==> src/sv/tlik_pkg.sv <==
// Shared widths, register indexes, pipeline depths and CORDIC constants for the arm IK block.
package tlik_pkg;

  localparam int LEN_W = 20;   // link length, unsigned Q4.16
  localparam int XY_W  = 32;   // target coordinate, signed Q16.16
  localparam int ANG_W = 32;   // joint angle, signed Q16.16
  localparam int IDX_W = 2;

  localparam logic [IDX_W-1:0] REG_FIRST_LINK  = 2'd0;
  localparam logic [IDX_W-1:0] REG_SECOND_LINK = 2'd1;
  localparam logic [LEN_W-1:0] LEN_RESET       = 20'd16384;

  localparam int SQ_W  = 64;   // r^2 in Q32.32
  localparam int DEN_W = 42;   // 2*l1*l2
  localparam int REM_W = 58;   // |num| << 16
  localparam int Q_W   = 17;   // quotient, at most 1.0 in Q1.16
  localparam int C_W   = 18;   // signed cosine
  localparam int V_W   = 33;   // 1 - c^2 in Q1.32
  localparam int S_W   = 17;   // sine

  localparam logic [Q_W-1:0]        Q_ONE = 17'd65536;
  localparam logic signed [C_W-1:0] C_ONE = 18'sd65536;
  localparam logic [V_W-1:0]        V_ONE = 33'h1_0000_0000;

  localparam int CRD_IN_W     = 44;
  localparam int CRD_W        = 46;
  localparam int Z_W          = 35;
  localparam int CORDIC_STEPS = 30;
  localparam logic signed [Z_W-1:0] Q30_PI = 35'sd3373259426;

  localparam int DIV_STAGES  = 17;
  localparam int SQRT_STAGES = 17;
  localparam int CORDIC_LAT  = CORDIC_STEPS + 4;
  localparam int PIPE_DEPTH  = 4 + DIV_STAGES + 3 + SQRT_STAGES + 2 + CORDIC_LAT + 1;

  function automatic logic signed [Z_W-1:0] atan_q30(input int i);
    case (i)
      0:  return 35'sd843314857;
      1:  return 35'sd497837829;
      2:  return 35'sd263043837;
      3:  return 35'sd133525159;
      4:  return 35'sd67021687;
      5:  return 35'sd33543516;
      6:  return 35'sd16775851;
      7:  return 35'sd8388437;
      8:  return 35'sd4194283;
      9:  return 35'sd2097141;
      10: return 35'sd1048576;
      11: return 35'sd524288;
      12: return 35'sd262144;
      13: return 35'sd131072;
      14: return 35'sd65536;
      15: return 35'sd32768;
      16: return 35'sd16384;
      17: return 35'sd8192;
      18: return 35'sd4096;
      19: return 35'sd2048;
      20: return 35'sd1024;
      21: return 35'sd512;
      22: return 35'sd256;
      23: return 35'sd128;
      24: return 35'sd64;
      25: return 35'sd32;
      26: return 35'sd16;
      27: return 35'sd8;
      28: return 35'sd4;
      29: return 35'sd2;
      default: return '0;
    endcase
  endfunction

endpackage

==> src/sv/tlik_div.sv <==
// Pipelined restoring divider: one quotient bit per stage against a fixed divisor.
module tlik_div import tlik_pkg::*; (
  input  logic             clk,
  input  logic             en,
  input  logic [DEN_W-1:0] den,
  input  logic [REM_W-1:0] rem_in,
  output logic [Q_W-1:0]   q_out
);

  logic [REM_W-1:0] rem_r [DIV_STAGES];
  logic [Q_W-1:0]   q_r   [DIV_STAGES];

  for (genvar j = 0; j < DIV_STAGES; j++) begin : g_stage
    localparam int K = DIV_STAGES - 1 - j;
    logic [REM_W-1:0] rem_src;
    logic [Q_W-1:0]   q_src;
    logic [REM_W-1:0] dsh;

    if (j == 0) begin : g_first
      assign rem_src = rem_in;
      assign q_src   = '0;
    end else begin : g_next
      assign rem_src = rem_r[j-1];
      assign q_src   = q_r[j-1];
    end

    assign dsh = REM_W'(den) << K;

    always_ff @(posedge clk) begin
      if (en) begin
        if (rem_src >= dsh) begin
          rem_r[j] <= rem_src - dsh;
          q_r[j]   <= {q_src[Q_W-2:0], 1'b1};
        end else begin
          rem_r[j] <= rem_src;
          q_r[j]   <= {q_src[Q_W-2:0], 1'b0};
        end
      end
    end
  end

  assign q_out = q_r[DIV_STAGES-1];

endmodule

==> config.mk <==
export PLATFORM = sky130hd
export DESIGN_NAME = tlik_div
export DESIGN_NICKNAME = d
export VERILOG_FILES = /design/src/sv/tlik_pkg.sv /design/src/sv/tlik_div.sv
export SDC_FILE = /design/constraint.sdc
export NUM_CORES = 2
export LEC_CHECK = 0
export BUFFER_PORTS_ARGS = -buffer_cell sky130_fd_sc_hd__buf_2
export CAP_MARGIN = 20
export CORE_MARGIN = 2
export CORE_UTILIZATION = 30
export DETAILED_ROUTE_END_ITERATION = 8
export PLACE_DENSITY = 0.46
export RECOVER_POWER = 50
export SYNTH_ARGS = -nofsm -noshare
export SYNTH_HDL_FRONTEND = slang
export SYNTH_SLANG_ARGS = --single-unit
==> constraint.sdc <==
create_clock -name clk -period 10.5 [get_ports clk]
set_clock_uncertainty 0.1 [all_clocks]
set_input_delay 0.525 -clock clk [delete_from_list [all_inputs] [get_ports clk]]
set_output_delay 0.525 -clock clk [all_outputs]
set_load 0.01 [all_outputs]
# ---- Word level (Yosys, flattened, before mapping)
# Memory sizes are Yosys's and may differ from the RTL's.
# Cells that the tools add are included.
dict set report classes {
  magnitude_cmp 17
  add_sub_neg 17
  mux 136
  bitwise 34
}
# cell n
set ops {}
lappend ops {{58-bit two-way mux} 17}
lappend ops {{17-bit two-way mux} 17}
lappend ops {{1-bit two-way mux} 102}
lappend ops {{58-bit by 42-bit >= comparator with 1-bit output} 1}
lappend ops {{58-bit by 43-bit >= comparator with 1-bit output} 1}
lappend ops {{58-bit by 44-bit >= comparator with 1-bit output} 1}
lappend ops {{58-bit by 45-bit >= comparator with 1-bit output} 1}
lappend ops {{58-bit by 46-bit >= comparator with 1-bit output} 1}
lappend ops {{58-bit by 47-bit >= comparator with 1-bit output} 1}
lappend ops {{58-bit by 48-bit >= comparator with 1-bit output} 1}
lappend ops {{58-bit by 49-bit >= comparator with 1-bit output} 1}
lappend ops {{58-bit by 50-bit >= comparator with 1-bit output} 1}
lappend ops {{58-bit by 51-bit >= comparator with 1-bit output} 1}
lappend ops {{58-bit by 52-bit >= comparator with 1-bit output} 1}
lappend ops {{58-bit by 53-bit >= comparator with 1-bit output} 1}
lappend ops {{58-bit by 54-bit >= comparator with 1-bit output} 1}
lappend ops {{58-bit by 55-bit >= comparator with 1-bit output} 1}
lappend ops {{58-bit by 56-bit >= comparator with 1-bit output} 1}
lappend ops {{58-bit by 57-bit >= comparator with 1-bit output} 1}
lappend ops {{58-bit >= comparator} 1}
lappend ops {{58-bit by 42-bit subtractor with 58-bit output} 1}
lappend ops {{58-bit by 43-bit subtractor with 58-bit output} 1}
lappend ops {{58-bit by 44-bit subtractor with 58-bit output} 1}
lappend ops {{58-bit by 45-bit subtractor with 58-bit output} 1}
lappend ops {{other kinds (14)} 47}
dict set report word_totals {
  mem_count 2
  input_bits 102
  mem_bits_rw 1275
  reg_bits 0
}
# memory words word_bits read_ports rd_clocked_by_memory_dff wr line
set mem_list {}
lappend mem_list {rem_r 17 58 16 0 17 tlik_div.sv:10} ;# logic [REM_W-1:0] rem_r [DIV_STAGES];
lappend mem_list {q_r 17 17 17 0 17 tlik_div.sv:11} ;# logic [Q_W-1:0] q_r [DIV_STAGES];

# ---- Longest topological paths before layout
# An unclocked memory read counts as a cell.
dict set report depth {
  word_depth 6
  ltp_mapped 17
  mapped_depth_nobuf 15
}

# ---- Worst setup path after synthesis
# OpenSTA, ideal clock, no wires.
dict set report synth_path {
  kind {input -> register}
  start {input den[1]}
  end {memory rem_r[14][18], data pin}
  t_arrival_ns 4.157
  slack_ns 5.984
  setup_ns 0.258
  path_stages 14
  path_cell_list {inv_1 fa_1 a211oi_1 o21ai_1 a31oi_1 o211a_1 o31ai_1 a21o_1 a311oi_2 o21ai_1 a2111oi_0 buf_2 buf_2 o21ai_1}
}
# element line
set synth_rtl {}
lappend synth_rtl {{start: declaration} tlik_div.sv:5} ;# input logic [DEN_W-1:0] den,
lappend synth_rtl {{end: declaration} tlik_div.sv:10}

==> run metrics <==
outcome finished, violations left; failing checks max-capacitance violations, max-slew violations; Tmin final 7.22 ns; area share of the largest cell type after synthesis 40.3%; Die Y 522 µm; GRT overflow 0; synthesized area 80400 µm²; dpl hpwl 210 mm; fin crit share 68.8%; Total GRT Usage 19.8%; die width 522 µm; Fillers 27498; class of the worst hold path in2reg; FMAX 138 MHz; Crit path depth 3; RSZ-0062 raised after global routing no; Seq pwr share 31.2%; clk sink count 1081; EDFF count, synth 1080; first-pass GRT wire length 411 mm; P_int 15.5 mW; Pwr per Cell Area 299 nW/µm²; dominant synthesized flop cell edfxtp_1; Psw 11.4 mW; CTS Buffer Depth 3; Clk pwr share 17.9%; RR Startpoint rem_r[13][2]$_DFFE_PP_; Routed WL 277 mm; Area Growth Syn to Fin 12.0%; Num CTS Buffers 137; Fin. Hold Viols 0; CTS tree done; share of layout cells above drive strength 1 6.42%; startpoint types input port; cell family with most CP delay buffers and inverters; relative slew slack -236%; max-slew violations 377; H-Tree Depth 4; multi-input logic area 45900 µm²; initial core utilization 30.1%; syn nets 9397; Total Power 26.9 mW; Crit. End Element flop; core area 267000 µm²; cell mode on critical path clkbuf_1; largest area contributor in the netlist edfxtp_1; post-cts resize count 0; worst r2r path cells 16; post-layout util 33.7%; Required @ worst endpoint 10.72 ns; RD Place Congestion 0.912; Cells after Synth 8565; Crit path buffers/inverters 3; Final Setup Violations 0; via count of the routed design 66545; DRT iter0 DRCs 5917; die area 272000 µm²; DRC 0; Antenna Nets Post-Route 0; MaxCap Viol Count 7; Final Net Count 9475; WS Path Type in2reg; clk_lat worst skew 0.79 ns; max incr delay on CP 3.44 ns; largest net degree at the start of global routing 114; final setup TNS 0 ns; Seq. cell area 32500 µm²; R2R Path End rem_r[14][45]$_DFFE_PP_; crit path max-delay cell type clkbuf_1; Synth warnings 0; most frequent cells in the layout edfxtp_1 (1080), nand2_1 (975), a21oi_1 (865), o21ai_0 (745), ha_1 (714); cell breakdown of the critical path clkbuf_1 > clkbuf_1 > clkbuf_2; Crit. Startpoint en; routed len/inst 22.5 µm; worst-path fanout max 113; flop-to-flop setup slack 5.55 ns; Worst-Margin Slew 5.04 ns; synthesized area per cell 9.39 µm²; Distinct cells, synth 92; commonest non-fill, non-tap cell in the layout edfxtp_1; Crit path arrival time 7.44 ns; Pleak 34.2 nW; CP endpoint rem_r[0][47]$_DFFE_PP_; Sw Share 42.4%; vias in the first global route 64667; Root Buffer clkbuf_16; top cells by area, synth edfxtp_1 (40%), ha_1 (11%), a21oi_1 (5.4%); Max VDD drop 0.000132 V; clk slew on worst S/H paths 0.05 ns; Seq/Total Area, Yosys 40.3%; PortBufs 118; initial antenna violation count 22; Via density 5.41; # IOs 119; register bit total from synthesis 1081; Gate power share 50.9%; drt pass-1 iters 6; # rows 190; ys async rst share 0%
## worst register-to-register path, delay by kind of cell (launching register included)
| kind | cells | cell delay (ns) |
|---|---|---|
| AO/OA/AOI/OAI | 9 | 2.62 |
| buffers and inverters | 3 | 0.73 |
| adder cells (fa/ha/maj) | 2 | 0.59 |
| flip-flops | 1 | 0.36 |
| XOR/XNOR | 1 | 0.17 |
| AND/OR/NAND/NOR | 1 | 0.14 |
## registers in the layout (all words and copies together) (netlist names)
register and count:
q_r 153, rem_r 928
## worst min-delay path by stage
| stage | startpoint | to | slack, ns | cells past startpoint |
|---|---|---|---|---|
| 2_1_floorplan | q_r[9][9]$_DFFE_PP_ | q_r[10][10]$_DFFE_PP_ | 0.30 | 0 |
| 3_3_place_gp | q_r[14][4]$_DFFE_PP_ | q_r[15][5]$_DFFE_PP_ | 0.30 | 0 |
| 3_5_place_dp | q_r[10][0]$_DFFE_PP_ | q_r[11][1]$_DFFE_PP_ | 0.30 | 0 |
| 4_1_cts | rem_in[53] | rem_r[0][53]$_DFFE_PP_ | 0.001 | 2 |
| 5_1_grt | rem_in[32] | rem_r[0][32]$_DFFE_PP_ | 0.02 | 3 |
| 6_report | rem_in[32] | rem_r[0][32]$_DFFE_PP_ | 0.06 | 3 |
## kinds of logic (layout without fill, tap and decap cells)
logic type               after synthesis  after routing  synth area share, %
multiplexers                          89             89                 1.23
XOR/XNOR                             721            721                 7.85
other                                  0              5                    0
buffers and inverters                585            774                 2.77
adder cells (fa/ha/maj)              730            730                 11.5
AO/OA/AOI/OAI                       2784           2784                 21.1
flip-flops                          1081           1081                 40.3
AND/OR/NAND/NOR                     2575           2575                 15.2
## cells in the mapped netlist, types with 16 or more instances
cell type,number
a2111oi_0,16
a211o_1,26
a211oi_1,73
a21boi_0,17
a21o_1,400
a21oi_1,867
a221oi_1,21
a31oi_1,78
a41oi_1,22
and2_1,53
and3_1,75
buf_1,18
clkbuf_1,304
edfxtp_1,1080
fa_1,16
ha_1,714
inv_1,244
mux2_2,78
nand2_1,976
nand2b_1,102
nand3_1,169
nand3b_1,18
nand4_1,168
nor2_1,519
nor2b_1,80
nor3_1,152
nor4_1,79
nor4b_1,20
o211ai_1,41
o21a_1,68
o21ai_0,745
o21ai_1,77
o21bai_1,112
o31a_1,17
o31ai_1,51
or2_2,17
or3_1,51
or4_1,29
xnor2_1,392
xor2_1,329
## repair_timing
item,4_1_cts,5_1_grt
hold buffers,48,0
setup buffers,0,0
endpoints found under the hold margin,48,0
## per-layer routing
metal,track usage [%],wire [µm],vias to the layer above
met5,0,0,-
met4,6.02,8610,0
met3,2.69,13500,414
met2,33.9,133000,1738
met1,25.9,122000,32119
li1,-,-,32274
## stage by stage
step | instances | area [µm²] | hold slack [ns] | setup slack [ns]
floorplan | 8565 | 80400 | 0.300 | 5.98
global placement | 12006 | 85200 | 0.301 | 4.66
detailed placement | 12006 | 85200 | 0.305 | 4.60
CTS | 12304 | 90200 | 0.00127 | 5.42
global route | 12309 | 90100 | 0.0195 | 2.62
finish | 12311 | 90100 | 0.0583 | 3.28
## area by class of cell
cell class              count  area share [%]
clock inverters            82           0.914
diodes                      5          0.0139
well taps                3552            4.93
inverters                 248            1.03
flip-flops and latches   1081            36.0
clock buffers             168            4.10
repair buffers            276            2.04
multi-input cells        6899            51.0
## power groups by stage
| stage | Sequential (mW) | Clock (mW) | Combinational, mW |
|---|---|---|---|
| after floorplan | 7.67 | 0 | 10.3 |
| after CTS | 8.41 | 4.97 | 13.7 |
| after global placement | 8.53 | 0 | 13.5 |
| final | 8.40 | 4.82 | 13.7 |
| after detailed placement | 8.48 | 0 | 13.6 |
| after global routing | 8.52 | 5.14 | 15.3 |
(Power assumes the default switching activity.)
