$ cat src/sv/tlik_pkg.sv
// Shared widths, register indexes, pipeline depths and CORDIC constants for the arm IK block.
package tlik_pkg;

  localparam int LEN_W = 20;   // link length, unsigned Q4.16
  localparam int XY_W  = 32;   // target coordinate, signed Q16.16
  localparam int ANG_W = 32;   // joint angle, signed Q16.16
  localparam int IDX_W = 2;

  localparam logic [IDX_W-1:0] REG_FIRST_LINK  = 2'd0;
  localparam logic [IDX_W-1:0] REG_SECOND_LINK = 2'd1;
  localparam logic [LEN_W-1:0] LEN_RESET       = 20'd16384;

  localparam int SQ_W  = 64;   // r^2 in Q32.32
  localparam int DEN_W = 42;   // 2*l1*l2
  localparam int REM_W = 58;   // |num| << 16
  localparam int Q_W   = 17;   // quotient, at most 1.0 in Q1.16
  localparam int C_W   = 18;   // signed cosine
  localparam int V_W   = 33;   // 1 - c^2 in Q1.32
  localparam int S_W   = 17;   // sine

  localparam logic [Q_W-1:0]        Q_ONE = 17'd65536;
  localparam logic signed [C_W-1:0] C_ONE = 18'sd65536;
  localparam logic [V_W-1:0]        V_ONE = 33'h1_0000_0000;

  localparam int CRD_IN_W     = 44;
  localparam int CRD_W        = 46;
  localparam int Z_W          = 35;
  localparam int CORDIC_STEPS = 30;
  localparam logic signed [Z_W-1:0] Q30_PI = 35'sd3373259426;

  localparam int DIV_STAGES  = 17;
  localparam int SQRT_STAGES = 17;
  localparam int CORDIC_LAT  = CORDIC_STEPS + 4;
  localparam int PIPE_DEPTH  = 4 + DIV_STAGES + 3 + SQRT_STAGES + 2 + CORDIC_LAT + 1;

  function automatic logic signed [Z_W-1:0] atan_q30(input int i);
    case (i)
      0:  return 35'sd843314857;
      1:  return 35'sd497837829;
      2:  return 35'sd263043837;
      3:  return 35'sd133525159;
      4:  return 35'sd67021687;
      5:  return 35'sd33543516;
      6:  return 35'sd16775851;
      7:  return 35'sd8388437;
      8:  return 35'sd4194283;
      9:  return 35'sd2097141;
      10: return 35'sd1048576;
      11: return 35'sd524288;
      12: return 35'sd262144;
      13: return 35'sd131072;
      14: return 35'sd65536;
      15: return 35'sd32768;
      16: return 35'sd16384;
      17: return 35'sd8192;
      18: return 35'sd4096;
      19: return 35'sd2048;
      20: return 35'sd1024;
      21: return 35'sd512;
      22: return 35'sd256;
      23: return 35'sd128;
      24: return 35'sd64;
      25: return 35'sd32;
      26: return 35'sd16;
      27: return 35'sd8;
      28: return 35'sd4;
      29: return 35'sd2;
      default: return '0;
    endcase
  endfunction

endpackage

$ cat src/sv/tlik_sqrt.sv
// Pipelined integer square root: one root bit per stage, floor result.
module tlik_sqrt import tlik_pkg::*; (
  input  logic           clk,
  input  logic           en,
  input  logic [V_W-1:0] v_in,
  output logic [S_W-1:0] root_out
);

  localparam int T_W = V_W + 3;

  logic [V_W-1:0] rem_r  [SQRT_STAGES];
  logic [S_W-1:0] root_r [SQRT_STAGES];

  for (genvar j = 0; j < SQRT_STAGES; j++) begin : g_stage
    localparam int K = SQRT_STAGES - 1 - j;
    logic [V_W-1:0] rem_src;
    logic [S_W-1:0] root_src;
    logic [T_W-1:0] trial;

    if (j == 0) begin : g_first
      assign rem_src  = v_in;
      assign root_src = '0;
    end else begin : g_next
      assign rem_src  = rem_r[j-1];
      assign root_src = root_r[j-1];
    end

    // (root + 2^k)^2 - root^2
    assign trial = (T_W'(root_src) << (K + 1)) + (T_W'(1) << (2 * K));

    always_ff @(posedge clk) begin
      if (en) begin
        if (T_W'(rem_src) >= trial) begin
          rem_r[j]  <= rem_src - trial[V_W-1:0];
          root_r[j] <= root_src | (S_W'(1) << K);
        end else begin
          rem_r[j]  <= rem_src;
          root_r[j] <= root_src;
        end
      end
    end
  end

  assign root_out = root_r[SQRT_STAGES-1];

endmodule

$ cat config.mk
export PLATFORM = sky130hd
export DESIGN_NAME = tlik_sqrt
export DESIGN_NICKNAME = d
export VERILOG_FILES = /design/src/sv/tlik_pkg.sv /design/src/sv/tlik_sqrt.sv
export SDC_FILE = /design/constraint.sdc
export NUM_CORES = 1
export LEC_CHECK = 0
export BUFFER_PORTS_ARGS = -buffer_cell sky130_fd_sc_hd__buf_2
export CAP_MARGIN = 20
export CORE_ASPECT_RATIO = 0.75
export CORE_MARGIN = 1.5
export CORE_UTILIZATION = 50
export DETAILED_ROUTE_END_ITERATION = 8
export PLACE_DENSITY = 0.78
export SETUP_SLACK_MARGIN = 0.1
export SLEW_MARGIN = 20
export SYNTH_ARGS = -nofsm -noshare
export SYNTH_HDL_FRONTEND = slang
export SYNTH_SLANG_ARGS = --single-unit
$ cat constraint.sdc
create_clock -name clk -period 2.8 [get_ports clk]
set_input_delay 0.28 -clock clk [delete_from_list [all_inputs] [get_ports clk]]
set_output_delay 0.28 -clock clk [all_outputs]
set_load 0.05 [all_outputs]
Word level (Yosys, flattened, before mapping)

Memory sizes are Yosys's and may differ from the RTL's.
Index checks and enable logic that the tools add are counted.

Add/sub/neg operators: 33
Multipliers: 0
Div/mod/pow operators: 0
$lt $le $gt $ge: 17
Eq/ne operators: 0
Shift-type cells: 0
Mux-type cells: 136
Bitwise gates (word level): 34
Reductions and logical operators: 0

Operators with widths:

| kind                                                              | number |
|---|---|
| 33-bit two-way mux                                                | 17 |
| 17-bit two-way mux                                                | 17 |
| 1-bit two-way mux                                                 | 102 |
| 33-bit subtractor                                                 | 2 |
| 33-bit by 31-bit adder with 34-bit output (second input constant) | 1 |
| 33-bit by 34-bit greater-or-equal comparator with 1-bit output    | 1 |
| 1-bit OR                                                          | 34 |
| 32-bit by 29-bit adder with 33-bit output (second input constant) | 1 |
| 33-bit by 19-bit greater-or-equal comparator with 1-bit output    | 1 |
| 33-bit by 20-bit greater-or-equal comparator with 1-bit output    | 1 |
| 33-bit by 21-bit greater-or-equal comparator with 1-bit output    | 1 |
| 33-bit by 22-bit greater-or-equal comparator with 1-bit output    | 1 |
| 33-bit by 23-bit greater-or-equal comparator with 1-bit output    | 1 |
| 33-bit by 24-bit greater-or-equal comparator with 1-bit output    | 1 |
| 33-bit by 25-bit greater-or-equal comparator with 1-bit output    | 1 |
| 33-bit by 26-bit greater-or-equal comparator with 1-bit output    | 1 |
| 33-bit by 27-bit greater-or-equal comparator with 1-bit output    | 1 |
| 33-bit by 28-bit greater-or-equal comparator with 1-bit output    | 1 |
| 33-bit by 29-bit greater-or-equal comparator with 1-bit output    | 1 |
| 33-bit by 30-bit greater-or-equal comparator with 1-bit output    | 1 |
| 33-bit by 31-bit greater-or-equal comparator with 1-bit output    | 1 |
| 33-bit by 32-bit greater-or-equal comparator with 1-bit output    | 1 |
| 33-bit greater-or-equal comparator                                | 1 |
| 33-bit greater-or-equal comparator (second input constant)        | 1 |
| 29 further kinds                                                  | 29 |

Flip-flop bits (word level): 0
Latch bits: 0
Memory bits (writable): 850
Memory bits (read-only): 0
Input bits: 35
Memories: 2

Memory list:

| name   | words | bits a word | rd ports | clocked after memory_dff | write ports | RTL line        | RTL |
|---|---|---|---|---|---|---|---|
| rem_r  | 17    | 33          | 16       | 0                        | 17          | tlik_sqrt.sv:11 | `logic [V_W-1:0] rem_r [SQRT_STAGES];` |
| root_r | 17    | 17          | 17       | 0                        | 17          | tlik_sqrt.sv:12 | `logic [S_W-1:0] root_r [SQRT_STAGES];` |

Logic depth before layout (Yosys ltp)

An unclocked memory read counts as a cell.

Depth in word-level cells: 7
Depth in mapped cells: 12
Mapped depth without buffers: 9

Worst setup path before layout

Ideal clock, no wire load.

Kind: register to register
Start: mem rem_r[13][18]
End: mem rem_r[14][29] (data pin)
Setup time: 0.267 ns
Data arrival time: 2.508 ns
Data required time: 2.533 ns
Path slack: 0.024 ns
Cell stages (with the launch flop): 9
Buffers on the path: 0
Clock period less this slack: 2.776 ns
Cells stage by stage: edfxtp_1 ha_1 nand2_1 or4b_1 or3_4 a31o_1 a41o_1 nor4_2 xor2_1

RTL lines:

| item        | RTL line |
|---|---|
| from (decl) | tlik_sqrt.sv:11 |

==> impl_metrics.csv <==
group,metric,value,unit
logic_synthesis,synth_top_area_cell,"edfxtp_1",
finish,area_growth,23.8,%
die,die_h,224,um
worst_setup_path,critPathKind,"reg -> reg",
placement,port_buffers,51,
logic_synthesis,synth_nets,2722,
routing,antenna_left,0,
global_routing,grt_pass1_wl,120000,um
timing,fin_skew,27.1,ps
worst_setup_path,critPathRequiredTime,3170,ps
global_routing,grt_use_met1,0.339,
logic_synthesis,synth.distinct_cells,84,
global_routing,grt_use_met3,0.0748,
die,num_rows,80,
logic_synthesis,synth_ff_type,"edfxtp_1",
finish,layout.nets,3065,
routing,drt_first_pass_iters,6,
finish,drive_gt1_frac,0.235,
placement,dp_slack,-318,ps
logic_synthesis,synth_most_common_cell,"edfxtp_1",
logic_synthesis,synth_top_area_frac,0.630,
routing,drc,0,
pwr,p_total,29300,uW
die,die_w,297,um
worst_setup_path,r2r_start,"rem_r[12][8]",
timing,relSlewSlack,0.323,
placement,routabilityCongestion,1.02,
timing,setup_viol,7,
hold_path,min_from,"v_in[18]",
clock_network,cts_buffers,69,
routing,drt-initial-drc-count,2758,
die,die-area,66500,sq um
timing,setup_ws,-27.5,ps
finish,final_util,0.629,
timing,period_needed,2830,ps
logic_synthesis,synth_async_sr_flop_share,0,
logic_synthesis,syn_area,32500,sq um
die,ioPinCount,52,
clock_network,clk-insertion-delay-late,630,ps
worst_setup_path,crit_fanout,4,
die,start_util,0.508,
timing,hold_viol,0,
timing,tightestPinTransition,1010,ps
worst_setup_path,critPathCaptureType,"flip-flop",
routing,vias,22415,
routing,post_drt_wl_per_cell,21.8,um
logic_synthesis,netlist_top_cells_count,"edfxtp_1 (681), inv_1 (201), ha_1 (166)",
clock_network,clkTransAtPathRegs,60,ps
global_routing,grt_usage,0.232,
worst_setup_path,crit_path_start_kind,"flip-flop",
timing,clock.fmax,354,MHz
worst_setup_path,r2r-end,"rem_r[13][28]",
logic_synthesis,ys_seq_area_frac,0.630,
global_routing,antenna_found_initial,3,
run,maxCapViolations,0,
run_status,status,"finished, violations left",
global_routing,busiest_layer,"met1",
global_routing,grt_pass1_vias,21356,
worst_setup_path,r2r_cells,9,
clock_network,cts.sinks,681,
hold_path,hold_class,"in -> reg",
logic_synthesis,postSynthCellCount,2520,
logic_synthesis,synth_edf_count,681,
routing,vias_per_cell,5.94,
global_routing,gr-total-overflow,0,
hold_path,worstHoldPathCells,2,
logic_synthesis,avgSynthCellArea,12.9,sq um
timing,rsz0062_at_grt,"true",
clock_network,clockBufferDepth,3,
timing,final_max_slew_viol_count,0,
worst_setup_path,crit_arrival,3200,ps
logic_synthesis,synth-seq-cells,681,
pwr,p_leak,0.0152,uW
global_routing,use_met2,0.332,
worst_setup_path,rrSetupSlack,-30,ps
logic_synthesis,yosys_warnings,0,
pwr,power.density,730,nW/um^2
clock_network,cts_tree,"yes",
clock_network,htreeDepth,3,
timing,min_period_over_period,1.01,
pwr,ir_drop,0.445,mV
run_status,failed_checks,"negative setup slack",
placement,dp_hpwl,53700,um
logic_synthesis,synth_area_leaders,"edfxtp_1 (63%), ha_1 (6.4%), xnor2_1 (3.6%), inv_1 (2.3%), xor2_1 (2.1%)",
global_routing,grt_max_degree,166,
routing,drt-total-wl,82200,um
hold_path,min_delay_worst_endpoint,"rem_r[0][18]",
die,core-area,63900,sq um
clock_network,clock-root-buffer,"clkbuf_16",
[logic make-up (layout without fill, tap and decap cells)]
group           count (synthesis)  in the layout  share of synthesized area
compound gates                464            464                     0.0920
xor+xnor                      209            209                     0.0564
fa+ha+maj                     167            167                     0.0646
buf+inv                       271            665                     0.0320
flops                         681            681                      0.630
mux                            34             34                     0.0115
other cells                     0              1                          0
simple gates                  694            694                      0.113
[worst max path at each step]
| stage | start | endpoint | slack, ps |
|---|---|---|---|
| floorplan | rem_r[13][17] | rem_r[14][15] | 110 |
| global placement | rem_r[6][22] | rem_r[7][29] | -130 |
| detailed placement | rem_r[6][22] | rem_r[7][29] | -320 |
| CTS | rem_r[12][13] | rem_r[13][29] | 20 |
| global route | root_r[7][10] | rem_r[8][16] | -120 |
| finish | rem_r[12][8] | rem_r[13][28] | -30 |
[what timing repair did]
item                                    in CTS  in global routing
setup buffers                               20                 53
hold buffers                                34                  0
endpoints found under the setup margin     159                192
hold endpoints to repair                    37                  0
gates resized for setup                    123                235
pin swaps                                   39                100
cloned                                       2                  3
[placed cells by master, fill, tap and decap left out, types with 11 or more instances in the layout]
cell type	count
edfxtp_1	681
buf_4	213
inv_1	196
nor2_1	150
ha_1	129
xnor2_1	124
nand2_1	116
a21oi_1	113
o21ai_1	75
xor2_1	75
clkbuf_16	72
nor4_1	54
buf_2	50
nor3_1	45
nand4_1	44
a21o_1	38
o21a_1	35
o21ai_0	34
dlygate4sd3_1	34
ha_4	31
nand3_1	27
nand2b_1	25
nor2b_1	23
buf_6	20
or3_1	17
nor3_2	15
mux2_1	15
nand2_2	14
clkinv_1	14
buf_12	14
clkbuf_1	13
inv_2	11
nor4_2	11
mux2_4	11
o211ai_1	11
nand3_2	11
a211oi_1	11
[metrics by stage]
stage / setup TNS [ps] / hold WS, ps / std cells / instance area [sq um]
after floorplan: 0 / 379 / 2520 / 32500
after detailed placement: -3420 / 430 / 3542 / 35000
final: -96.9 / 355 / 3776 / 40200
after global placement: -578 / 426 / 3542 / 35000
after CTS: 0 / 327 / 3720 / 38400
after global routing: -2330 / 338 / 3775 / 40200
[state kept, by name (all words and copies together) (netlist names)]
register / flops
root_r: 153
rem_r: 528
[layout make-up]
type                            count  area [sq um]
Antenna cell                        1          2.50
Clock buffer                       83          1800
Clock inverter                     39           438
Fill cell                        4484         23700
Inverter                          207           777
Multi-Input combinational cell   1568         12800
Sequential cell                   681         20400
Tap cell                          861          1080
Timing Repair Buffer              336          2810
[per-layer routing]
metal	up-vias	wire (um)	part of all wire
met2	1114	36300	0.44
met3	128	9270	0.11
met5	-	0	0
met1	11046	35200	0.43
met4	0	1490	0.018
li1	10127	-	-
[power breakdown]
group          switching, uW  internal [uW]
Combinational           3510           2880
Sequential               868          12800
Clock                   4040           5290
Total                   8410          20900
[worst max-delay path, cell delays in order (launching register included)]
cell	delay, ps
edfxtp_1	410
ha_1	350
nor2b_1	160
o31a_1	290
o311a_4	400
o31a_1	300
a211oi_2	210
buf_4	180
nand4_1	120
xnor2_1	140
No activity file was read; power rests on OpenSTA's default activity.
